File: config.mk
export PLATFORM = sky130hd
export DESIGN_NAME = access_condition_parser_flat
export DESIGN_NICKNAME = d
export VERILOG_FILES = /design/src/hw/rtl/acp_pkg.sv /design/src/hw/rtl/acp_req_if.sv /design/src/hw/rtl/acp_rsp_if.sv /design/src/hw/rtl/acp_ram.sv /design/src/hw/rtl/acp_ctrl.sv /design/src/hw/rtl/acp_dp.sv /design/src/hw/rtl/access_condition_parser.sv /design/src/flat_wrapper.sv
export SDC_FILE = /design/constraint.sdc
export NUM_CORES = 1
export LEC_CHECK = 0
export BUFFER_PORTS_ARGS = -buffer_cell sky130_fd_sc_hd__buf_2
export CORE_ASPECT_RATIO = 1.25
export CORE_MARGIN = 2
export CORE_UTILIZATION = 35
export DETAILED_ROUTE_END_ITERATION = 7
export PLACE_DENSITY = 0.61
export SETUP_SLACK_MARGIN = 0.15
export SLEW_MARGIN = 20
export SYNTH_ARGS = -nofsm -noshare
export SYNTH_HDL_FRONTEND = slang
export SYNTH_SLANG_ARGS = --single-unit
File: constraint.sdc
create_clock -name clock -period 19.8 [get_ports clock]
set_clock_uncertainty 0.15 [all_clocks]
set_input_delay 3.96 -clock clock [delete_from_list [all_inputs] [get_ports clock]]
set_output_delay 3.96 -clock clock [all_outputs]
set_load 0.1 [all_outputs]
File: src/hw/rtl/acp_pkg.sv
`default_nettype none
package acp_pkg;

   // Window of the current subfield
   localparam int MAX_SUBFIELD = 16;
   localparam int PTR_W        = $clog2(MAX_SUBFIELD);
   localparam int POS_W        = $clog2(MAX_SUBFIELD + 1);
   localparam int MAX_RESULTS  = 8;
   localparam int CNT_W        = $clog2(MAX_RESULTS + 1);

   // Header / mask / command byte codes
   localparam logic [7:0] HDR_LEN_MASK = 8'h0F;
   localparam logic [7:0] HDR_ADAPTIVE = 8'h80;
   localparam logic [7:0] HDR_KEY      = 8'h20;
   localparam logic [7:0] CMD_CRYPTO   = 8'h2A;
   localparam logic [7:0] CMD_UPDATE   = 8'h46;
   localparam logic [7:0] KEY_NUM_MASK = 8'h1F;

   // File kinds
   localparam logic [1:0] FK_EF  = 2'd0;
   localparam logic [1:0] FK_DIR = 2'd1;
   localparam logic [1:0] FK_KEY = 2'd2;

   // Operations
   localparam logic [3:0] OP_SELECT       = 4'd0;
   localparam logic [3:0] OP_DELETE       = 4'd1;
   localparam logic [3:0] OP_CREATE       = 4'd2;
   localparam logic [3:0] OP_INVALIDATE   = 4'd3;
   localparam logic [3:0] OP_REHABILITATE = 4'd4;
   localparam logic [3:0] OP_LOCK         = 4'd5;
   localparam logic [3:0] OP_READ         = 4'd6;
   localparam logic [3:0] OP_UPDATE       = 4'd7;
   localparam logic [3:0] OP_WRITE        = 4'd8;
   localparam logic [3:0] OP_ERASE        = 4'd9;
   localparam logic [3:0] OP_CRYPTO       = 4'd10;
   localparam logic [3:0] OP_NONE         = 4'd15;

   // Methods
   localparam logic [2:0] METH_NONE  = 3'd0;
   localparam logic [2:0] METH_PIN   = 3'd1;
   localparam logic [2:0] METH_TERM  = 3'd2;
   localparam logic [2:0] METH_SM    = 3'd3;
   localparam logic [2:0] METH_KAUTH = 3'd4;

   typedef enum logic [3:0] {
      ST_IDLE, ST_SCAN, ST_LD_H, ST_LD_M, ST_DECIDE,
      ST_LD_CMD, ST_LD_KEY, ST_LD_PIN, ST_EMIT, ST_ADV, ST_FINISH
   } state_type;

   // Window read offset select
   typedef enum logic [2:0] {
      RD_HDR, RD_MASK, RD_CMD, RD_KEY, RD_PIN
   } rd_sel_type;

   typedef struct packed {
      logic       take;
      rd_sel_type rd_sel;
      logic       lat_h;
      logic       lat_m;
      logic       lat_cmd;
      logic       lat_sc;
      logic       lat_ref;
      logic       emit;
      logic       advance;
      logic       finish;
   } cmd_type;

   typedef struct packed {
      logic pos_gt1;
      logic brk;
      logic stop;
      logic adv_stop;
      logic emit_ok;
      logic emit_last;
      logic out_free;
      logic pend_valid;
   } sts_type;

   typedef struct packed {
      logic [3:0] op;
      logic [2:0] meth;
      logic [7:0] key_ref;
   } entry_type;

   function automatic logic [3:0] map_op(input logic [1:0] kind, input logic [2:0] idx);
      logic [3:0] op;
      op = OP_NONE;
      if (kind == FK_DIR) begin
         case (idx)
            3'd0:    op = OP_DELETE;
            3'd1:    op = OP_CREATE;
            3'd2:    op = OP_CREATE;
            3'd3:    op = OP_INVALIDATE;
            3'd4:    op = OP_REHABILITATE;
            3'd5:    op = OP_LOCK;
            3'd6:    op = OP_DELETE;
            default: op = OP_NONE;
         endcase
      end else if (kind == FK_KEY) begin
         case (idx)
            3'd0:    op = OP_READ;
            3'd1:    op = OP_ERASE;
            3'd2:    op = OP_UPDATE;
            3'd3:    op = OP_INVALIDATE;
            3'd4:    op = OP_REHABILITATE;
            3'd6:    op = OP_ERASE;
            default: op = OP_NONE;
         endcase
      end else begin
         // elementary file table, also for the unused kind code
         case (idx)
            3'd0:    op = OP_READ;
            3'd1:    op = OP_UPDATE;
            3'd2:    op = OP_WRITE;
            3'd3:    op = OP_INVALIDATE;
            3'd4:    op = OP_REHABILITATE;
            3'd6:    op = OP_ERASE;
            default: op = OP_NONE;
         endcase
      end
      return op;
   endfunction

   function automatic logic [2:0] key_method(input logic [7:0] sc);
      logic [2:0] meth;
      case (sc[6:5])
         2'd0:    meth = METH_TERM;
         2'd1:    meth = METH_KAUTH;
         default: meth = METH_SM;
      endcase
      return meth;
   endfunction

endpackage
`default_nettype wire

File: src/hw/rtl/acp_req_if.sv
`default_nettype none
interface acp_req_if;
   logic       valid;
   logic       ready;
   logic [7:0] data_byte;
   logic       end_of_buffer;
   logic [1:0] file_kind;

   modport source (output valid, output data_byte, output end_of_buffer, output file_kind,
                   input ready);
   modport sink   (input valid, input data_byte, input end_of_buffer, input file_kind,
                   output ready);
endinterface
`default_nettype wire

File: src/hw/rtl/acp_rsp_if.sv
`default_nettype none
interface acp_rsp_if;
   logic       valid;
   logic       ready;
   logic [3:0] operation;
   logic [2:0] method;
   logic [7:0] key_reference;
   logic       last_entry;

   modport source (output valid, output operation, output method, output key_reference,
                   output last_entry, input ready);
   modport sink   (input valid, input operation, input method, input key_reference,
                   input last_entry, output ready);
endinterface
`default_nettype wire

File: src/hw/rtl/acp_ram.sv
`default_nettype none
module acp_ram #(
   parameter int Width = 8,
   parameter int Depth = 16
) (
   input  logic                     clock,
   input  logic                     wr_en,
   input  logic [$clog2(Depth)-1:0] wr_addr,
   input  logic [Width-1:0]         wr_data,
   input  logic [$clog2(Depth)-1:0] rd_addr,
   output logic [Width-1:0]         rd_data
);
   logic [Width-1:0] mem_ff [Depth];
   logic [Width-1:0] rd_data_ff;

   always_ff @(posedge clock) begin
      if (wr_en) begin
         mem_ff[wr_addr] <= wr_data;
      end
      rd_data_ff <= mem_ff[rd_addr];
   end

   assign rd_data = rd_data_ff;
endmodule
`default_nettype wire

File: src/hw/rtl/acp_ctrl.sv
`default_nettype none
module acp_ctrl (
   input  logic             clock,
   input  logic             reset,
   input  logic             req_valid,
   output logic             req_ready,
   output acp_pkg::cmd_type cmd,
   input  acp_pkg::sts_type sts
);
   import acp_pkg::*;

   state_type state_ff, state_in;

   always_comb begin
      state_in = state_ff;
      unique case (state_ff)
         ST_IDLE:   if (req_valid) state_in = ST_SCAN;
         ST_SCAN:   state_in = sts.pos_gt1 ? ST_LD_H : ST_FINISH;
         ST_LD_H:   state_in = ST_LD_M;
         ST_LD_M:   state_in = ST_DECIDE;
         ST_DECIDE: state_in = (sts.brk || sts.stop) ? ST_FINISH : ST_LD_CMD;
         ST_LD_CMD: state_in = ST_LD_KEY;
         ST_LD_KEY: state_in = ST_LD_PIN;
         ST_LD_PIN: state_in = ST_EMIT;
         ST_EMIT:   if (sts.emit_ok && sts.emit_last) state_in = ST_ADV;
         ST_ADV:    state_in = sts.adv_stop ? ST_FINISH : ST_SCAN;
         ST_FINISH: if (sts.out_free) state_in = ST_IDLE;
         default:   state_in = ST_IDLE;
      endcase
   end

   always_comb begin
      cmd        = '0;
      cmd.rd_sel = RD_HDR;
      req_ready  = 1'b0;
      unique case (state_ff)
         ST_IDLE: begin
            req_ready = 1'b1;
            cmd.take  = req_valid;
         end
         ST_SCAN:   cmd.rd_sel = RD_HDR;
         ST_LD_H: begin
            cmd.lat_h  = 1'b1;
            cmd.rd_sel = RD_MASK;
         end
         ST_LD_M:   cmd.lat_m = 1'b1;
         ST_DECIDE: cmd.rd_sel = RD_CMD;
         ST_LD_CMD: begin
            cmd.lat_cmd = 1'b1;
            cmd.rd_sel  = RD_KEY;
         end
         ST_LD_KEY: begin
            cmd.lat_sc = 1'b1;
            cmd.rd_sel = RD_PIN;
         end
         ST_LD_PIN: cmd.lat_ref = 1'b1;
         ST_EMIT:   cmd.emit = 1'b1;
         ST_ADV:    cmd.advance = 1'b1;
         ST_FINISH: cmd.finish = 1'b1;
         default:   cmd = '0;
      endcase
   end

   always_ff @(posedge clock) begin
      if (reset) begin
         state_ff <= ST_IDLE;
      end else begin
         state_ff <= state_in;
      end
   end

   a_idle_no_pending: assert property (@(posedge clock) disable iff (reset)
      state_ff == ST_IDLE |-> !sts.pend_valid)
      else $error("pending entry left over while idle");

   a_take_starts_scan: assert property (@(posedge clock) disable iff (reset)
      (state_ff == ST_IDLE && req_valid) |=> state_ff == ST_SCAN)
      else $error("accepted byte did not start a scan");

   a_emit_stalls: assert property (@(posedge clock) disable iff (reset)
      (state_ff == ST_EMIT && !sts.emit_ok) |=> state_ff == ST_EMIT)
      else $error("left emit while an entry was blocked");
endmodule
`default_nettype wire

File: src/hw/rtl/acp_dp.sv
`default_nettype none
module acp_dp (
   input  logic             clock,
   input  logic             reset,
   input  acp_pkg::cmd_type cmd,
   output acp_pkg::sts_type sts,
   input  logic [7:0]       req_data_byte,
   input  logic             req_end_of_buffer,
   input  logic [1:0]       req_file_kind,
   output logic             rsp_valid,
   input  logic             rsp_ready,
   output logic [3:0]       rsp_operation,
   output logic [2:0]       rsp_method,
   output logic [7:0]       rsp_key_reference,
   output logic             rsp_last_entry
);
   import acp_pkg::*;

   logic [PTR_W-1:0] head_ff, head_in;
   logic [POS_W-1:0] pos_ff, pos_in;
   logic [7:0]       kept_ff, kept_in;
   logic             fin_ff, fin_in;
   logic [1:0]       kind_ff, kind_in;
   logic [7:0]       h_ff, h_in;
   logic [7:0]       m_ff, m_in;
   logic [7:0]       cmd_byte_ff, cmd_byte_in;
   logic [7:0]       sc_ff, sc_in;
   logic [7:0]       ref_ff, ref_in;
   logic [2:0]       meth_ff, meth_in;
   logic [2:0]       bit_ff, bit_in;
   logic [CNT_W-1:0] n_ff, n_in;
   entry_type        pend_ff, pend_in;
   logic             pend_valid_ff, pend_valid_in;
   entry_type        out_ff, out_in;
   logic             out_last_ff, out_last_in;
   logic             out_valid_ff, out_valid_in;

   // window memory, circular from head_ff
   logic             wr_en;
   logic [PTR_W-1:0] wr_addr;
   logic [PTR_W-1:0] rd_addr;
   logic [PTR_W-1:0] rd_off;
   logic [7:0]       rd_data;

   acp_ram #(.Width(8), .Depth(MAX_SUBFIELD)) u_window (
      .clock   (clock),
      .wr_en   (wr_en),
      .wr_addr (wr_addr),
      .wr_data (req_data_byte),
      .rd_addr (rd_addr),
      .rd_data (rd_data)
   );

   // subfield decode from latched header and mask
   logic             adapt_w, key_w, pin_w;
   logic [2:0]       parm3;
   logic [POS_W-1:0] len_w, parm_w, pin_at_w, need0, need_a, need_b, need_w;
   logic [POS_W-1:0] full_w, step_w, key_add;

   always_comb begin
      adapt_w = |(h_ff & HDR_ADAPTIVE);
      key_w   = |(h_ff & HDR_KEY);
      len_w   = POS_W'(h_ff & HDR_LEN_MASK);
      key_add = POS_W'(key_w);
      parm3   = 3'd1 + {2'b0, m_ff[6]} + {2'b0, m_ff[5]} + {2'b0, m_ff[4]}
              + {2'b0, m_ff[3]};
      parm_w  = POS_W'(parm3);
      if (adapt_w) begin
         pin_w    = len_w > (POS_W'(1) + parm_w + key_add);
         pin_at_w = parm_w + POS_W'(2);
         need0    = POS_W'(2);
      end else begin
         pin_w    = len_w > (POS_W'(1) + key_add);
         pin_at_w = POS_W'(2);
         need0    = POS_W'(1);
      end
      need_a = (key_w && len_w > need0) ? len_w : need0;
      need_b = (pin_w && pin_at_w > need_a) ? pin_at_w : need_a;
      need_w = (len_w != '0 && (len_w - POS_W'(1)) > need_b) ? len_w - POS_W'(1) : need_b;
      full_w = (need_w > len_w) ? need_w : len_w;
      step_w = len_w + POS_W'(1);
   end

   always_comb begin
      case (cmd.rd_sel)
         RD_HDR:  rd_off = '0;
         RD_MASK: rd_off = PTR_W'(1);
         RD_CMD:  rd_off = PTR_W'(2);
         RD_KEY:  rd_off = len_w[PTR_W-1:0];
         RD_PIN:  rd_off = pin_at_w[PTR_W-1:0];
         default: rd_off = '0;
      endcase
   end

   assign rd_addr = head_ff + rd_off;
   assign wr_addr = head_ff + pos_ff[PTR_W-1:0];
   assign wr_en   = cmd.take && (pos_ff < POS_W'(MAX_SUBFIELD));

   // entry generation
   logic [3:0] adapt_op, map_op_w;
   logic       hit, want, slot_free, can_push, push, flush;
   entry_type  new_entry;
   logic [2:0] meth_n;
   logic [7:0] ref_n;

   always_comb begin
      if (cmd_byte_ff == CMD_CRYPTO) begin
         adapt_op = OP_CRYPTO;
      end else if (cmd_byte_ff == CMD_UPDATE) begin
         adapt_op = OP_UPDATE;
      end else begin
         adapt_op = OP_SELECT;
      end
      map_op_w          = map_op(kind_ff, bit_ff);
      hit               = adapt_w || (m_ff[bit_ff] && map_op_w != OP_NONE);
      want              = hit && (n_ff < CNT_W'(MAX_RESULTS));
      slot_free         = !out_valid_ff || rsp_ready;
      can_push          = !pend_valid_ff || slot_free;
      push              = cmd.emit && want && can_push;
      flush             = cmd.finish && can_push;
      new_entry.op      = adapt_w ? adapt_op : map_op_w;
      new_entry.meth    = meth_ff;
      new_entry.key_ref = ref_ff;
   end

   // method and key reference: key byte first, pin byte overrides
   always_comb begin
      ref_n  = kept_ff;
      meth_n = METH_NONE;
      if (key_w) begin
         meth_n = key_method(sc_ff);
         ref_n  = sc_ff & KEY_NUM_MASK;
      end
      if (pin_w) begin
         ref_n  = rd_data;
         meth_n = METH_PIN;
      end
   end

   always_comb begin
      head_in       = head_ff;
      pos_in        = pos_ff;
      kept_in       = kept_ff;
      fin_in        = fin_ff;
      kind_in       = kind_ff;
      h_in          = h_ff;
      m_in          = m_ff;
      cmd_byte_in   = cmd_byte_ff;
      sc_in         = sc_ff;
      ref_in        = ref_ff;
      meth_in       = meth_ff;
      bit_in        = bit_ff;
      n_in          = n_ff;
      pend_in       = pend_ff;
      pend_valid_in = pend_valid_ff;
      out_in        = out_ff;
      out_last_in   = out_last_ff;
      out_valid_in  = out_valid_ff && !rsp_ready;

      if (cmd.take) begin
         fin_in  = req_end_of_buffer;
         kind_in = req_file_kind;
         if (wr_en) begin
            pos_in = pos_ff + POS_W'(1);
         end
      end
      if (cmd.lat_h)   h_in        = rd_data;
      if (cmd.lat_m)   m_in        = rd_data;
      if (cmd.lat_cmd) cmd_byte_in = rd_data;
      if (cmd.lat_sc)  sc_in       = rd_data;
      if (cmd.lat_ref) begin
         ref_in  = ref_n;
         meth_in = meth_n;
         kept_in = ref_n;
         bit_in  = '0;
      end
      if (cmd.emit && sts.emit_ok && !sts.emit_last) begin
         bit_in = bit_ff + 3'd1;
      end
      // pending entry moves to the output once its successor is known
      if ((push || flush) && pend_valid_ff) begin
         out_in       = pend_ff;
         out_last_in  = flush;
         out_valid_in = 1'b1;
      end
      if (push) begin
         pend_in       = new_entry;
         pend_valid_in = 1'b1;
         n_in          = n_ff + CNT_W'(1);
      end
      if (cmd.advance && !sts.adv_stop) begin
         head_in = head_ff + step_w[PTR_W-1:0];
         pos_in  = pos_ff - step_w;
      end
      if (flush) begin
         pend_valid_in = 1'b0;
         n_in          = '0;
         if (fin_ff) begin
            pos_in  = '0;
            kept_in = '0;
         end
      end
   end

   always_comb begin
      sts.pos_gt1    = pos_ff > POS_W'(1);
      sts.brk        = !fin_ff && (pos_ff <= full_w);
      sts.stop       = fin_ff && (need_w >= pos_ff);
      sts.adv_stop   = step_w > pos_ff;
      sts.emit_ok    = !want || can_push;
      sts.emit_last  = adapt_w || (bit_ff == 3'd7);
      sts.out_free   = can_push;
      sts.pend_valid = pend_valid_ff;
   end

   always_ff @(posedge clock) begin
      if (reset) begin
         head_ff       <= '0;
         pos_ff        <= '0;
         kept_ff       <= '0;
         n_ff          <= '0;
         pend_valid_ff <= 1'b0;
         out_valid_ff  <= 1'b0;
      end else begin
         head_ff       <= head_in;
         pos_ff        <= pos_in;
         kept_ff       <= kept_in;
         n_ff          <= n_in;
         pend_valid_ff <= pend_valid_in;
         out_valid_ff  <= out_valid_in;
      end
   end

   always_ff @(posedge clock) begin
      fin_ff      <= fin_in;
      kind_ff     <= kind_in;
      h_ff        <= h_in;
      m_ff        <= m_in;
      cmd_byte_ff <= cmd_byte_in;
      sc_ff       <= sc_in;
      ref_ff      <= ref_in;
      meth_ff     <= meth_in;
      bit_ff      <= bit_in;
      pend_ff     <= pend_in;
      out_ff      <= out_in;
      out_last_ff <= out_last_in;
   end

   assign rsp_valid         = out_valid_ff;
   assign rsp_operation     = out_ff.op;
   assign rsp_method        = out_ff.meth;
   assign rsp_key_reference = out_ff.key_ref;
   assign rsp_last_entry    = out_last_ff;

   a_pos_bound: assert property (@(posedge clock) disable iff (reset)
      pos_ff <= POS_W'(MAX_SUBFIELD))
      else $error("window fill beyond its depth");

   a_cap_bound: assert property (@(posedge clock) disable iff (reset)
      n_ff <= CNT_W'(MAX_RESULTS))
      else $error("entry count beyond the cap");

   a_fin_clears: assert property (@(posedge clock) disable iff (reset)
      (flush && fin_ff) |=> (pos_ff == '0 && kept_ff == '0))
      else $error("final byte did not clear the window");
endmodule
`default_nettype wire

File: src/hw/rtl/access_condition_parser.sv
// Access-condition parser.
// req_chan (sink): one attribute byte per word, with end_of_buffer on the final
//   byte and file_kind selecting the operation table for simple coding.
// rsp_chan (source): access-control entries (operation, method, key_reference);
//   last_entry is set on the final entry caused by one input byte.
// Bytes are taken one at a time: req_chan.ready is high only while the parser
//   waits for a byte. Each byte is scanned; if the window holds at least two
//   bytes, header and mask are fetched, and a complete subfield is decoded by
//   fetching command, key and pin bytes and emitting entries (one for adaptive
//   coding, one mask bit per cycle for simple coding unless rsp_chan stalls).
// The subfield window is a 16 x 8 RAM with one registered read port; a decoded
//   subfield needs five sequential reads.
// Entries pass through a one-word hold register and a one-word output
//   register; when rsp_chan stalls, the parser waits with both full and resumes
//   without loss. At most 8 entries leave per input byte.
// Reset (synchronous) empties the window and clears the carried key reference;
//   no clearing pass is needed. The final byte of a buffer does the same.
`default_nettype none
module access_condition_parser (
   input  logic      clock,
   input  logic      reset,
   acp_req_if.sink   req_chan,
   acp_rsp_if.source rsp_chan
);
   import acp_pkg::*;

   cmd_type cmd;     // controller -> datapath
   sts_type sts;     // datapath -> controller
   logic    req_ready;

   acp_ctrl u_ctrl (
      .clock     (clock),
      .reset     (reset),
      .req_valid (req_chan.valid),
      .req_ready (req_ready),
      .cmd       (cmd),
      .sts       (sts)
   );

   acp_dp u_dp (
      .clock             (clock),
      .reset             (reset),
      .cmd               (cmd),
      .sts               (sts),
      .req_data_byte     (req_chan.data_byte),
      .req_end_of_buffer (req_chan.end_of_buffer),
      .req_file_kind     (req_chan.file_kind),
      .rsp_valid         (rsp_chan.valid),
      .rsp_ready         (rsp_chan.ready),
      .rsp_operation     (rsp_chan.operation),
      .rsp_method        (rsp_chan.method),
      .rsp_key_reference (rsp_chan.key_reference),
      .rsp_last_entry    (rsp_chan.last_entry)
   );

   assign req_chan.ready = req_ready;
endmodule
`default_nettype wire

File: src/flat_wrapper.sv
// flat-port wrapper written by rule: the top's interface ports become plain ports
module access_condition_parser_flat import acp_pkg::*;
  (clock, reset, req_chan_valid, req_chan_data_byte, req_chan_end_of_buffer, req_chan_file_kind, req_chan_ready, rsp_chan_valid, rsp_chan_operation, rsp_chan_method, rsp_chan_key_reference, rsp_chan_last_entry, rsp_chan_ready);
  acp_req_if req_chan_i ();
  acp_rsp_if rsp_chan_i ();
  input  logic clock;
  input  logic reset;
  input wire logic [$bits(req_chan_i.valid)-1:0] req_chan_valid;
  input wire logic [$bits(req_chan_i.data_byte)-1:0] req_chan_data_byte;
  input wire logic [$bits(req_chan_i.end_of_buffer)-1:0] req_chan_end_of_buffer;
  input wire logic [$bits(req_chan_i.file_kind)-1:0] req_chan_file_kind;
  output wire logic [$bits(req_chan_i.ready)-1:0] req_chan_ready;
  output wire logic [$bits(rsp_chan_i.valid)-1:0] rsp_chan_valid;
  output wire logic [$bits(rsp_chan_i.operation)-1:0] rsp_chan_operation;
  output wire logic [$bits(rsp_chan_i.method)-1:0] rsp_chan_method;
  output wire logic [$bits(rsp_chan_i.key_reference)-1:0] rsp_chan_key_reference;
  output wire logic [$bits(rsp_chan_i.last_entry)-1:0] rsp_chan_last_entry;
  input wire logic [$bits(rsp_chan_i.ready)-1:0] rsp_chan_ready;
  assign req_chan_i.valid = req_chan_valid;
  assign req_chan_i.data_byte = req_chan_data_byte;
  assign req_chan_i.end_of_buffer = req_chan_end_of_buffer;
  assign req_chan_i.file_kind = req_chan_file_kind;
  assign req_chan_ready = req_chan_i.ready;
  assign rsp_chan_valid = rsp_chan_i.valid;
  assign rsp_chan_operation = rsp_chan_i.operation;
  assign rsp_chan_method = rsp_chan_i.method;
  assign rsp_chan_key_reference = rsp_chan_i.key_reference;
  assign rsp_chan_last_entry = rsp_chan_i.last_entry;
  assign rsp_chan_i.ready = rsp_chan_ready;
  access_condition_parser u_core (.clock(clock), .reset(reset), .req_chan(req_chan_i), .rsp_chan(rsp_chan_i));
endmodule
# Word level (Yosys, flattened, before mapping)
# Memories as Yosys holds them, arrays and structs flattened. A register that Yosys moved wholly into a read port is not among the register bits.
# Cells that the tools add are included.
# Widths: inputs -> output; s select.
dict set report word_totals {
  mem_bits_rw 128
  register_bits 106
  output_inout_bits 18
  elab_cells 181
  inputBits 15
  n_memories 1
}
# memory depth word_bits rd rd_ports_with_merged_regs write_ports line
set memory_table {}
lappend memory_table {u_core.u_dp.u_window.mem_ff 16 8 1 1 1 acp_ram.sv:13} ;# logic [Width-1:0] mem_ff [Depth];
dict set report op_classes {
  n_mux 53
  addsub 17
  order_cmp 13
  n_reduce_logical 42
  eq_ne 30
  bitwise_logic 1
}
# op n
set op_table {}
lappend op_table {{$mux 5} 9}
lappend op_table {{$mux 4} 11}
lappend op_table {{$pmux 4 s11} 1}
lappend op_table {{$mux 8} 5}
lappend op_table {{$pmux 4 s5} 2}
lappend op_table {{$pmux 4 s6} 1}
lappend op_table {{$logic_and 1x1->1} 17}
lappend op_table {{$eq 4x3->1 const B} 4}
lappend op_table {{$mux 1} 16}
lappend op_table {{$pmux 4 s4} 1}
lappend op_table {{$eq 3x3->1 const B} 5}
lappend op_table {{$add 4x4->4} 3}
lappend op_table {{$eq 3x2->1 const B} 4}
lappend op_table {{$eq 4x4->1 const B} 3}
lappend op_table {{$pmux 3 s4} 1}
lappend op_table {{$gt 5x4->1} 2}
lappend op_table {{$gt 5x5->1} 2}
lappend op_table {{$reduce_or 2->1} 5}
lappend op_table {{$mux 3} 3}
lappend op_table {{$eq 4x2->1 const B} 2}
lappend op_table {{$eq 8x6->1 const B} 1}
lappend op_table {{$eq 8x7->1 const B} 1}
lappend op_table {{$gt 4x2->1} 2}
lappend op_table {{$logic_not 1->1} 7}
lappend op_table {{other kinds (36)} 48}

# Longest topological paths before layout
# Gate-level depths: netlist of the first run.
dict set report logic_depth {
  word_depth 20
  depth_mapped 36
  mapped_depth_nobuf 36
}

# By module
# From an unflattened synthesis of the first run, not the netlist that was laid out.
dict set report hier_totals {
  hier_cells 828
  area_unflattened_um2 11462.2
}
# module seq_area_each_um2 n_inst cells_per_inst area_each_um2
set modules_own_cells {}
lappend modules_own_cells {acp_dp 2772.7 1 535 5898.2}
lappend modules_own_cells {acp_ram 4003.8 1 229 5147.4}
lappend modules_own_cells {acp_ctrl 80.1 1 64 416.6}

# Worst setup path after synthesis of the first run
# No wires, ideal clock.
dict set report synth_timing {
  kind {reg-to-output}
  from {register u_core.u_ctrl.state_ff[1]}
  to {output req_chan_ready}
  path_stages_with_launch 3
  arrival_ns 3.546
  setup_slack_ns 12.144
  required_time_ns 15.690
  cell_sequence {dfxtp_1 clkbuf_1 nor4_1}
}
dict set report synth_between {
  elab_chain_len 2
}
# element line
set synth_rtl {}
lappend synth_rtl {{start, declared} acp_ctrl.sv:12} ;# state_type state_ff, state_in;
lappend synth_rtl {{start signal, assigned} acp_ctrl.sv:68} ;# state_ff <= state_in;
lappend synth_rtl {{$logic_not 4->1} acp_ctrl.sv:36} ;# unique case (state_ff)
lappend synth_rtl {{$mux 1} acp_ctrl.sv:36}
lappend synth_rtl {{end, declared} flat_wrapper.sv:12} ;# output wire logic [$bits(req_chan_i.ready)-1:0] req_chan_ready;
# No other way between the ends.

# Final worst setup path of the first run
dict set report layout_timing {
  from {register u_core.u_dp.m_ff[5]}
  to {register u_core.u_ctrl.state_ff[3]}
}
dict set report layout_between {
  elab_chain_len 19
  word_cells_on_any_way 34
  cone_classes {add/sub (6); order compare (6); eq/ne (1); mux (9); reduce/logical (12)}
}
# element line
set layout_rtl {}
lappend layout_rtl {{start, declared} acp_dp.sv:25} ;# logic [7:0] m_ff, m_in;
lappend layout_rtl {{start signal, assigned} acp_dp.sv:238} ;# m_ff <= m_in;
lappend layout_rtl {{$add 2x1->3} acp_dp.sv:65} ;# parm3 = 3'd1 + {2'b0, m_ff[6]} + {2'b0, m_ff[5]} + {2'b0, m_ff[4]}
lappend layout_rtl {{$add 3x1->3} acp_dp.sv:65}
lappend layout_rtl {{$add 3x1->3} acp_dp.sv:66} ;# + {2'b0, m_ff[3]};
lappend layout_rtl {{$add 1x3->4} acp_dp.sv:69} ;# pin_w = len_w > (POS_W'(1) + parm_w + key_add);
lappend layout_rtl {{$add 4x1->5} acp_dp.sv:69}
lappend layout_rtl {{$gt 4x5->1} acp_dp.sv:69}
lappend layout_rtl {{$mux 1} acp_dp.sv:68} ;# if (adapt_w) begin
lappend layout_rtl {{$logic_and 1x1->1} acp_dp.sv:78} ;# need_b = (pin_w && pin_at_w > need_a) ? pin_at_w : need_a;
lappend layout_rtl {{[... 3 more ...]} n/a}
lappend layout_rtl {{$mux 5} acp_dp.sv:79} ;# need_w = (len_w != '0 && (len_w - POS_W'(1)) > need_b) ? len_w - POS_W'(1) : need_b;
lappend layout_rtl {{$gt 5x4->1} acp_dp.sv:80} ;# full_w = (need_w > len_w) ? need_w : len_w;
lappend layout_rtl {{$mux 5} acp_dp.sv:80}
lappend layout_rtl {{$le 5x5->1} acp_dp.sv:207} ;# sts.brk = !fin_ff && (pos_ff <= full_w);
lappend layout_rtl {{$logic_and 1x1->1} acp_dp.sv:207}
lappend layout_rtl {{$logic_or 1x1->1} acp_ctrl.sv:21} ;# ST_DECIDE: state_in = (sts.brk || sts.stop) ? ST_FINISH : ST_LD_CMD;
lappend layout_rtl {{$mux 4} acp_ctrl.sv:21}
lappend layout_rtl {{$pmux 4 s11} acp_ctrl.sv:16} ;# unique case (state_ff)
# Parallel ways exist; a longest one is shown, timed or not. The select of a mux whose other input is x is not followed.
# A chain may end at the register's enable or synchronous reset.

==> results by group, run 1 <==
Critical path
  – R2R cell count: 34
  – Crit start category: register
  – FF-to-FF End: u_core.u_ctrl.state_ff[3]
  – Worst reg2reg startpoint: u_core.u_dp.m_ff[5]
  – Slowest cell on the critical path: fa_1
  – Crit-path max FO: 8
  – Largest stage delay, worst path: 470 ps
  – Most used cell, CP: ha_1
  – R2R setup slack: 12160 ps
  – Crit path arrival time: 7910 ps
  – Kind of critical path: reg -> reg
  – Crit. End Element: register
  – Critical Path RT: 20070 ps

Final layout
  – # nets final: approximately 900
  – Ant. Diodes: 0
  – Share of post-route cells with drive strength above 1: 0.174
  – Final-layout fill cell count: roughly 2900
  – Area growth syn-to-layout: 12.8%

Global routing
  – Vias in the first global route: 6305
  – GRT Total Usage: 0.129
  – Grt met2 use: 0.229
  – First-pass GRT wire length: ~34000 µm
  – Largest net degree at the start of global routing: 33
  – GR peak layer: met2
  – Total grt overflow: 0
  – Initial antenna violation count: 0
  – GR Util met3: 0.0170
  – GRT met1 Usage: 0.165

Synth
  – EDFF count, synth: 205
  – Syn_nets: 840
  – Synth Area in Simple Gates: 0.0859
  – Synth Cell Area: around 11000 µm²
  – Post-synth top flop: edfxtp_1
  – Compound-gate portion of the synthesized area: 0.0654
  – Ys Warns: 0
  – Synth top area cells: edfxtp_1, mux4_2, ha_1
  – Synth unique cells: 69
  – Number of synthesized register bits: 240
  – Synthesized netlist cell count: 759
  – Main combinational cell family by area after synthesis: multiplexers
  – Syn Area/Cell: ~15 µm²
  – Post-synthesis xor/xnor area fraction: 0.0189
  – Top cells by count, synth: edfxtp_1, nor2_1, ha_1
  – Area leader, netlist: edfxtp_1
  – Sequential share of the synthesized area: 0.618
  – Post-synthesis mux area share: 0.113
  – Synth async-reset ratio: 0
  – Top cell type's share of synthesized area: 0.555
  – Synthesized-area fraction occupied by adder cells: 0.0785
  – Most used standard cell by instance count after synthesis: edfxtp_1

STA
  – Hold Fails Final Rpt: 0
  – Worst-margin pin slew: between 1000 and 1500 ps
  – Final Critical Period: 7640 ps
  – Finish-stage setup viols: 0
  – Fmax: 131 MHz
  – Fin Setup TNS: 0 ps
  – Slew Limit Fails: 0
  – Fin crit share: 0.386
  – Slew Limit Headroom: 0.310
  – RSZ-0062 raised after global routing: no

Clock tree
  – CTS Buf Count: 25
  – Post-CTS Setup Inserts: 0
  – CTS tree: yes
  – Max Buffers Root-to-Sink: 3
  – Clk root buf: clkbuf_16
  – Sink Count: 240
  – Clock slew seen by the registers of the worst setup and hold paths: 60 ps
  – Cts hold-fix bufs: 0
  – Clock Latency Late Sink: between 500 and 600 ps
  – Post-CTS Resized: 0
  – H-tree depth: 1

Power and ir drop
  – Tot Pwr: 1600 µW
  – Leakage power figure: about 0.0044 µW
  – Max IR drop VDD: 0.0000652 V
  – Power Density: 128 nW/µm²

Worst hold path
  – Min-delay src: u_core.u_dp.pend_ff[13]
  – Hold Path End: u_core.u_dp.rsp_operation[2]
  – Hold Crit Class: reg -> reg
  – Hold depth: 0

Routing
  – DR WL/cell: around 17 µm
  – Drt first pass iters: 4
  – Post-route ant nets: 0
  – Number of vias per cell: 5.08
  – 1st-iter DRT viols: 493
  – DRC: 0
  – Final wirelength: approximately 21000 µm
  – Via count: 6232

Floorplanning
  – Die Area: 33200 µm²
  – Die width: 163 µm
  – Rows: 72
  – Num ports: 33
  – Die Y: slightly above 200 µm
  – Core area: 31100 µm²
  – Initial Util: 0.357

Job
  – Max_cap viols: 0

Placed design
  – Placed wire-length estimate: 14900 µm
  – RD Place Congestion: 0.860
  – Port Buffers: 32

Status
  – Status: finished clean
## layout make-up
type	count	area [µm²]	share of cell area
clock inverter	18	159	0.0127
sequential	240	6860	0.548
timing repair buffer	36	190	0.0152
inverter	40	150	0.0120
tap	407	509	0.0407
clock buffer	26	629	0.0503
multi-input combinational	460	4020	0.321
## cells by family (layout without fill, tap and decap cells)
group           after synthesis  count (layout)
compound gates              108             108
xor+xnor                     21              21
fa+ha+maj                    66              66
buf+inv                      59             120
flops                       240             240
mux                          70              70
other cells                   2               2
simple gates                193             193
## stage by stage
| stage | instance area (µm²) | cells | hold slack, ps | setup WS [ps] | utilization |
|---|---|---|---|---|---|
| global placement | 11700 | 1183 | 251 | 12410 | 0.377 |
| floorplan | 11100 | 759 | 250 | 12140 | - |
| CTS | 12500 | 1227 | 269 | 12210 | 0.403 |
| global route | 12500 | 1227 | 275 | 11540 | 0.403 |
| detailed placement | 11700 | 1183 | 255 | 12260 | 0.377 |
| finish | 12500 | 1227 | 268 | 12160 | 0.403 |
## placed cells by master, fill, tap and decap left out, drive strengths merged, types with 18 or more instances in the layout
master  synthesis  final
a21oi          35     35
buf             2     36
clkbuf         17     26
dfxtp          35     35
edfxtp        205    205
ha             60     60
inv            38     41
mux4           42     42
nand2          43     43
nor2           64     64
o21ai          18     18
## state kept, by name, indices dropped and copies added, names as in the netlist, 6 cells and up
signal / count
u_core.u_dp.pend_ff: 15
u_core.u_dp.u_window.rd_data: 8
u_core.u_dp.u_window.mem_ff: 128
u_core.u_dp.cmd_byte_ff: 8
u_core.u_dp.h_ff: 6
u_core.u_dp.kept_ff: 8
u_core.u_dp.rsp_key_reference: 8
u_core.u_dp.ref_ff: 8
u_core.u_dp.sc_ff: 7
u_core.u_dp.m_ff: 8
## critical path: cells and delay by family, from the launching register on
family	cells	cell delay (ps)
AO/OA/AOI/OAI	12	2720
adder cells (fa/ha/maj)	8	2550
buffers and inverters	3	140
flip-flops	1	340
multiplexers	3	620
AND/OR/NAND/NOR	8	1020
## power breakdown
group,internal (µW),total [µW],switching (µW)
Combinational,216,494,278
Clock,259,449,190
Sequential,608,658,50.0
## worst max path at each step
| stage | cells past startpoint | slack, ps | startpoint | endpoint |
|---|---|---|---|---|
| after global routing | 33 | 11540 | u_core.u_dp.h_ff[7] | u_core.u_ctrl.state_ff[3] |
| after CTS | 34 | 12210 | u_core.u_dp.m_ff[5] | u_core.u_ctrl.state_ff[3] |
| final | 34 | 12160 | u_core.u_dp.m_ff[5] | u_core.u_ctrl.state_ff[3] |
| after detailed placement | 34 | 12260 | u_core.u_dp.m_ff[5] | u_core.u_ctrl.state_ff[3] |
| after floorplan | 2 | 12140 | u_core.u_ctrl.state_ff[1] | req_chan_ready |
| after global placement | 35 | 12410 | u_core.u_dp.m_ff[3] | u_core.u_ctrl.state_ff[1] |
## per-layer routing
metal	vias up	routed length [µm]
met2	124	10500
li1	3002	-
met5	-	0
met1	3070	9310
met4	0	455
met3	36	759
(Power assumes the default switching activity.)
==> run 2: changes to the inputs <==
Clock period 19.8 ns to 7.5 ns, I/O delays scaled along.
==> run 2 against run 1 <==
Net effect:
- die area stayed put
- first-iteration DRC count is 6.1% lower
- wire length is 0.81% higher
- clock-buffer cell count is 15 higher
- critical endpoint unchanged
- largest cell class unchanged
==> results by group, run 2 (synthesis gave the netlist of run 1 again) <==
Global routing
  – GRT Total Usage: 0.127
  – GR peak layer: met2
  – Largest net degree at the start of global routing: 33
  – Vias in the first global route: 6289
  – GR Util met3: 0.0206
  – Total grt overflow: 0
  – Initial antenna violation count: 0
  – First-pass GRT wire length: about 34000 µm
  – GRT met1 Usage: 0.161
  – Grt met2 use: 0.223

STA
  – Hold Fails Final Rpt: 0
  – Slew Limit Headroom: 0.352
  – Fmax: approximately 140 MHz
  – Worst-margin pin slew: 966 ps
  – Fin crit share: 0.961
  – RSZ-0062 raised after global routing: yes
  – Final Critical Period: 7200 ps
  – Slew Limit Fails: 0
  – Final worst setup slack: between 200 and 300 ps
  – Finish-stage setup viols: 0

Clock tree
  – CTS Buf Count: 26
  – Clk root buf: clkbuf_16
  – Max Buffers Root-to-Sink: 3
  – Clock slew seen by the registers of the worst setup and hold paths: 60 ps
  – H-tree depth: 1
  – Clock Latency Late Sink: 530 ps
  – Sink Count: 240
  – CTS tree: yes

Final layout
  – Biggest register: u_core.u_dp.u_window.mem_ff
  – # nets final: 901
  – Max reg flops: approximately 130
  – Ant. Diodes: 0
  – Share of post-route cells with drive strength above 1: 0.214
  – Commonest non-fill, non-tap cell in the layout: edfxtp_1
  – Commonest cells after routing, fill and taps aside: edfxtp_1, nor2_1, ha_1, nand2_1, mux4_2
  – Biggest regs: u_core.u_dp.u_window.mem_ff (128), u_core.u_dp.pend_ff (15)
  – Final-layout fill cell count: 2816
  – Fin util: 0.413
  – Design area: 12900 µm²
  – Area growth syn-to-layout: 15.8%

Placed design
  – Area after DPL: around 12000 µm²
  – RD Place Congestion: 0.807
  – Placed wire-length estimate: 14800 µm
  – Port Buffers: 32
  – Pre-CTS setup slack: 57.2 ps

Critical path
  – FF-to-FF End: u_core.u_ctrl.state_ff[3]
  – R2R setup slack: 300 ps
  – Crit path arrival time: around 7500 ps
  – R2R cell count: 33
  – Critical Path RT: approximately 8000 ps
  – Critical Path Source: u_core.u_dp.m_ff[5]
  – Crit. End Element: register
  – Largest stage delay, worst path: 490 ps
  – Crit-path max FO: 7
  – Slowest cell on the critical path: fa_1
  – Crit start category: register
  – CP endpoint: u_core.u_ctrl.state_ff[3]
  – Kind of critical path: reg -> reg
  – Worst reg2reg startpoint: u_core.u_dp.m_ff[5]

Power and ir drop
  – Tot Pwr: 4500 µW
  – Max IR drop VDD: 0.000194 V
  – Power Density: 350 nW/µm²
  – Leakage power figure: 0.00450 µW

Floorplanning
  – Num ports: 33
  – Die Area: 33200 µm²
  – Initial Util: 0.357
  – Die width: around 160 µm
  – Core area: just over 30000 µm²
  – Rows: slightly above 70
  – Die Y: 203 µm

Status
  – Status: finished clean

Routing
  – Via count: 6300
  – Drt first pass iters: 5
  – Number of vias per cell: 5.05
  – Final wirelength: 21200 µm
  – DR WL/cell: 17.0 µm
  – Post-route ant nets: 0
  – DRC: 0
  – 1st-iter DRT viols: 463

Worst hold path
  – Hold Crit Class: reg -> reg

Job
  – Max_cap viols: 0
[run 2: cell types whose count changed in the layout (fill, tap and decap cells not counted), moves of 3 or more]
cell and delta:
a21oi_1 -4, clkbuf_1 +13, a21oi_2 +3, clkinv_1 -4, clkinv_2 -6, inv_2 +4
ha_4 +6, inv_1 -4, buf_4 +16, ha_1 -6
[run 2: power by group]
part	switching, µW	internal, µW	leakage, µW
registers	120	1610	0.00214
logic	829	729	0.00197
clock network	494	726	0.000389
[run 2: per-layer routing]
| metal | vias to the layer above | part of all wire |
|---|---|---|
| met3 | 35 | 0.040 |
| met5 | - | 0 |
| met2 | 125 | 0.50 |
| met1 | 3109 | 0.43 |
| li1 | 3031 | - |
| met4 | 0 | 0.022 |
[run 2: final cells by class]
type	count	area, µm²	share of cell area
tap	407	509	0.0396
clock inverter	7	101	0.00789
timing repair buffer	52	310	0.0241
inverter	40	150	0.0117
clock buffer	41	717	0.0558
sequential	240	6860	0.534
multi-input combinational	460	4210	0.327
[run 2: repair_timing]
item / CTS / global route
endpoints found under the setup margin: 2 / 4
hold endpoints to repair: 0 / 0
gates resized for setup: 1 / 34
pin swaps: 1 / 12
buffers inserted: 2 / 5
hold buffers: 0 / 0
[run 2: how the worst min path moves through the flow]
stage,start,slack (ps),cells after the start,endpoint
finish,u_core.u_dp.ref_ff[6],270,0,u_core.u_dp.pend_ff[6]
floorplan,u_core.u_dp.ref_ff[0],250,0,u_core.u_dp.pend_ff[0]
detailed placement,u_core.u_dp.meth_ff[2],250,0,u_core.u_dp.pend_ff[10]
global placement,u_core.u_dp.pend_ff[5],250,0,u_core.u_dp.rsp_key_reference[5]
CTS,u_core.u_dp.meth_ff[1],270,0,u_core.u_dp.pend_ff[9]
global route,u_core.u_dp.pend_ff[9],270,0,u_core.u_dp.rsp_method[1]
[run 2: through the flow]
stage / hold WS [ps] / std cells / setup TNS (ps)
finish: 268 / 1247 / 0
detailed placement: 255 / 1192 / 0
global placement: 250 / 1192 / 0
global route: 270 / 1247 / -12.2
floorplan: 250 / 759 / 0
CTS: 269 / 1242 / 0
[run 2: critical path, delay by kind of cell, from the launching register on]
kind	cells	cell delay, ps
buf+inv	5	480
fa+ha+maj	8	2500
mux	2	480
flops	1	360
compound gates	11	2020
simple gates	7	1110
==> run 3: changes to the inputs <==
Settings changed: CELL_PAD_IN_SITES_DETAIL_PLACEMENT set to 0, CELL_PAD_IN_SITES_GLOBAL_PLACEMENT set to 2, PLACE_DENSITY 0.61 to 0.77.
Clock period 7.5 ns to 6.15 ns, I/O delays scaled along.
==> run 3 against run 2 <==
Net effect:
- the flow now finishes with violations (negative setup slack)
- non-clock buffer count increased by 32
- sequential share of layout area decreased by 1.1 points
- combinational power increased by 38%
- critical endpoint unchanged
- power increased by 29%
- highest routed layer unchanged
- hold slack got worse by 2.3 ps
- setup slack got worse by 1100 ps
- clock power increased by 29%
==> results by group, run 3 (synthesis gave the netlist of run 1 again) <==
Final layout
  – # nets final: 931
  – Biggest register: u_core.u_dp.u_window.mem_ff
  – Biggest regs: u_core.u_dp.u_window.mem_ff (128), u_core.u_dp.pend_ff (15)
  – Commonest non-fill, non-tap cell in the layout: edfxtp_1
  – FF/Latch Area: 6860 µm²
  – Max reg flops: 128
  – Area growth syn-to-layout: 18.3%
  – Ant. Diodes: 0
  – Finished Layout Cells: 1274
  – Fin util: 0.422
  – Final-layout fill cell count: about 2800
  – Share of post-route cells with drive strength above 1: 0.246
  – Commonest cells after routing, fill and taps aside: edfxtp_1, nor2_1, ha_1, buf_4, nand2_1
  – Multi-input logic area: 4200 µm²

Floorplanning
  – Core area: around 31000 µm²
  – Die Area: 33200 µm²
  – Die width: 163 µm
  – Initial Util: 0.357
  – Die Y: 203 µm
  – Rows: 72
  – Num ports: 33

Global routing
  – First-pass GRT wire length: 35200 µm
  – Total grt overflow: 0
  – Vias in the first global route: 6435
  – Largest net degree at the start of global routing: 33
  – GRT Total Usage: 0.136
  – Initial antenna violation count: 0

Placed design
  – Port Buffers: 32
  – RD Place Congestion: 0.806
  – Placed wire-length estimate: 16000 µm
  – Placed instance count: 1224

Worst hold path
  – Hold Path End: u_core.u_dp.pend_ff[7]
  – Min-delay src: u_core.u_dp.ref_ff[7]
  – Hold Crit Class: reg -> reg
  – Hold depth: 0

Routing
  – Number of vias per cell: 4.99
  – Via count: 6361
  – Drt first pass iters: 6
  – DRC: 0
  – DR WL/cell: 17.6 µm
  – Post-route ant nets: 0
  – 1st-iter DRT viols: 395
  – Final wirelength: 22400 µm

STA
  – Hold WS: roughly 270 ps
  – Slew Limit Headroom: 0.358
  – Finish-stage setup viols: 4
  – Final worst setup slack: -788 ps
  – Slew Limit Fails: 0
  – Hold Fails Final Rpt: 0
  – Fin crit share: 1.13
  – Worst-margin pin slew: roughly 960 ps
  – Fin Setup TNS: -2470 ps
  – Final Critical Period: 6940 ps
  – Fmax: 144 MHz
  – RSZ-0062 raised after global routing: yes

Power and ir drop
  – Max IR drop VDD: 0.000248 V
  – Power Density: 444 nW/µm²
  – Leakage power figure: 0.00468 µW

Status
  – Failing checks: negative setup slack
  – Status: finished, violations left

Critical path
  – Buf/Inv on CP: 5
  – Kind of critical path: reg -> reg
  – Crit-path max FO: 7
  – Slowest cell on the critical path: fa_1
  – R2R cell count: 33
  – Crit path arrival time: 7230 ps
  – R2R setup slack: -790 ps
  – Crit start category: register
  – Largest stage delay, worst path: 490 ps
  – Critical Path RT: 6440 ps
  – FF-to-FF End: u_core.u_ctrl.state_ff[3]
  – Worst reg2reg startpoint: u_core.u_dp.m_ff[5]
  – Crit. End Element: register
  – Kind of cell adding the most delay to the critical path: adder cells

Clock tree
  – Clock Latency Late Sink: 530 ps
  – Sink Count: 240
  – Clock slew seen by the registers of the worst setup and hold paths: 70 ps
  – CTS tree: yes
  – CTS Buf Count: 24
  – H-tree depth: 1
  – Cts hold-fix bufs: 0
  – Max Buffers Root-to-Sink: 3
  – Clk root buf: clkbuf_16

Job
  – Max_cap viols: 0
run 3: changes by cell type in the layout (fill, tap and decap cells not counted), moves of 2 or more:
cell / change
buf_4: +31
clkbuf_1: -12
bufinv_16: +3
inv_1: +3
inv_2: -3
clkbuf_16: -2
clkinv_1: +2
nor2_2: -2
nor2_4: +2
run 3: routing by layer:
layer	wire length (µm)	GRT usage	part of all wire	vias up
met1	9370	0.164	0.42	3134
met5	0	0	0	-
met2	11900	0.251	0.53	108
met4	361	0.0332	0.016	0
li1	-	-	-	3091
met3	772	0.0202	0.034	28
run 3: how the worst max path moves through the flow:
stage	start	end	depth (start not counted)
2_1_floorplan	u_core.u_dp.m_ff[3]	u_core.u_ctrl.state_ff[3]	33
3_3_place_gp	u_core.u_dp.m_ff[3]	u_core.u_ctrl.state_ff[3]	33
3_5_place_dp	u_core.u_dp.m_ff[3]	u_core.u_ctrl.state_ff[3]	33
4_1_cts	u_core.u_dp.m_ff[3]	u_core.u_ctrl.state_ff[1]	34
5_1_grt	u_core.u_dp.m_ff[3]	u_core.u_ctrl.state_ff[3]	34
6_report	u_core.u_dp.m_ff[5]	u_core.u_ctrl.state_ff[3]	33
run 3: layout make-up:
type,count,area share
flip-flops and latches,240,0.522
multi-input cells,460,0.320
clock buffers,28,0.0484
repair buffers,84,0.0422
well taps,407,0.0388
clock inverters,15,0.0169
inverters,40,0.0114
run 3: what timing repair did:
item                       CTS  global route
gates cloned                 0             0
pin swaps                    8            11
setup endpoints to repair    4             4
resized for setup            5            20
setup buffers                4             3
run 3: metrics by stage:
step	instance area [µm²]	power, µW	worst slack [ps]
final	13100	5830	-788
after CTS	13000	5700	-683
after floorplan	11100	3380	-637
after detailed placement	12100	4020	-809
after global routing	13100	6160	-1080
after global placement	12100	4010	-720
run 3: where the power goes:
| group | switching [µW] | internal [µW] | total, µW |
|---|---|---|---|
| Combinational | 1080 | 1080 | 2160 |
| Clock | 615 | 955 | 1570 |
| Sequential | 146 | 1960 | 2100 |
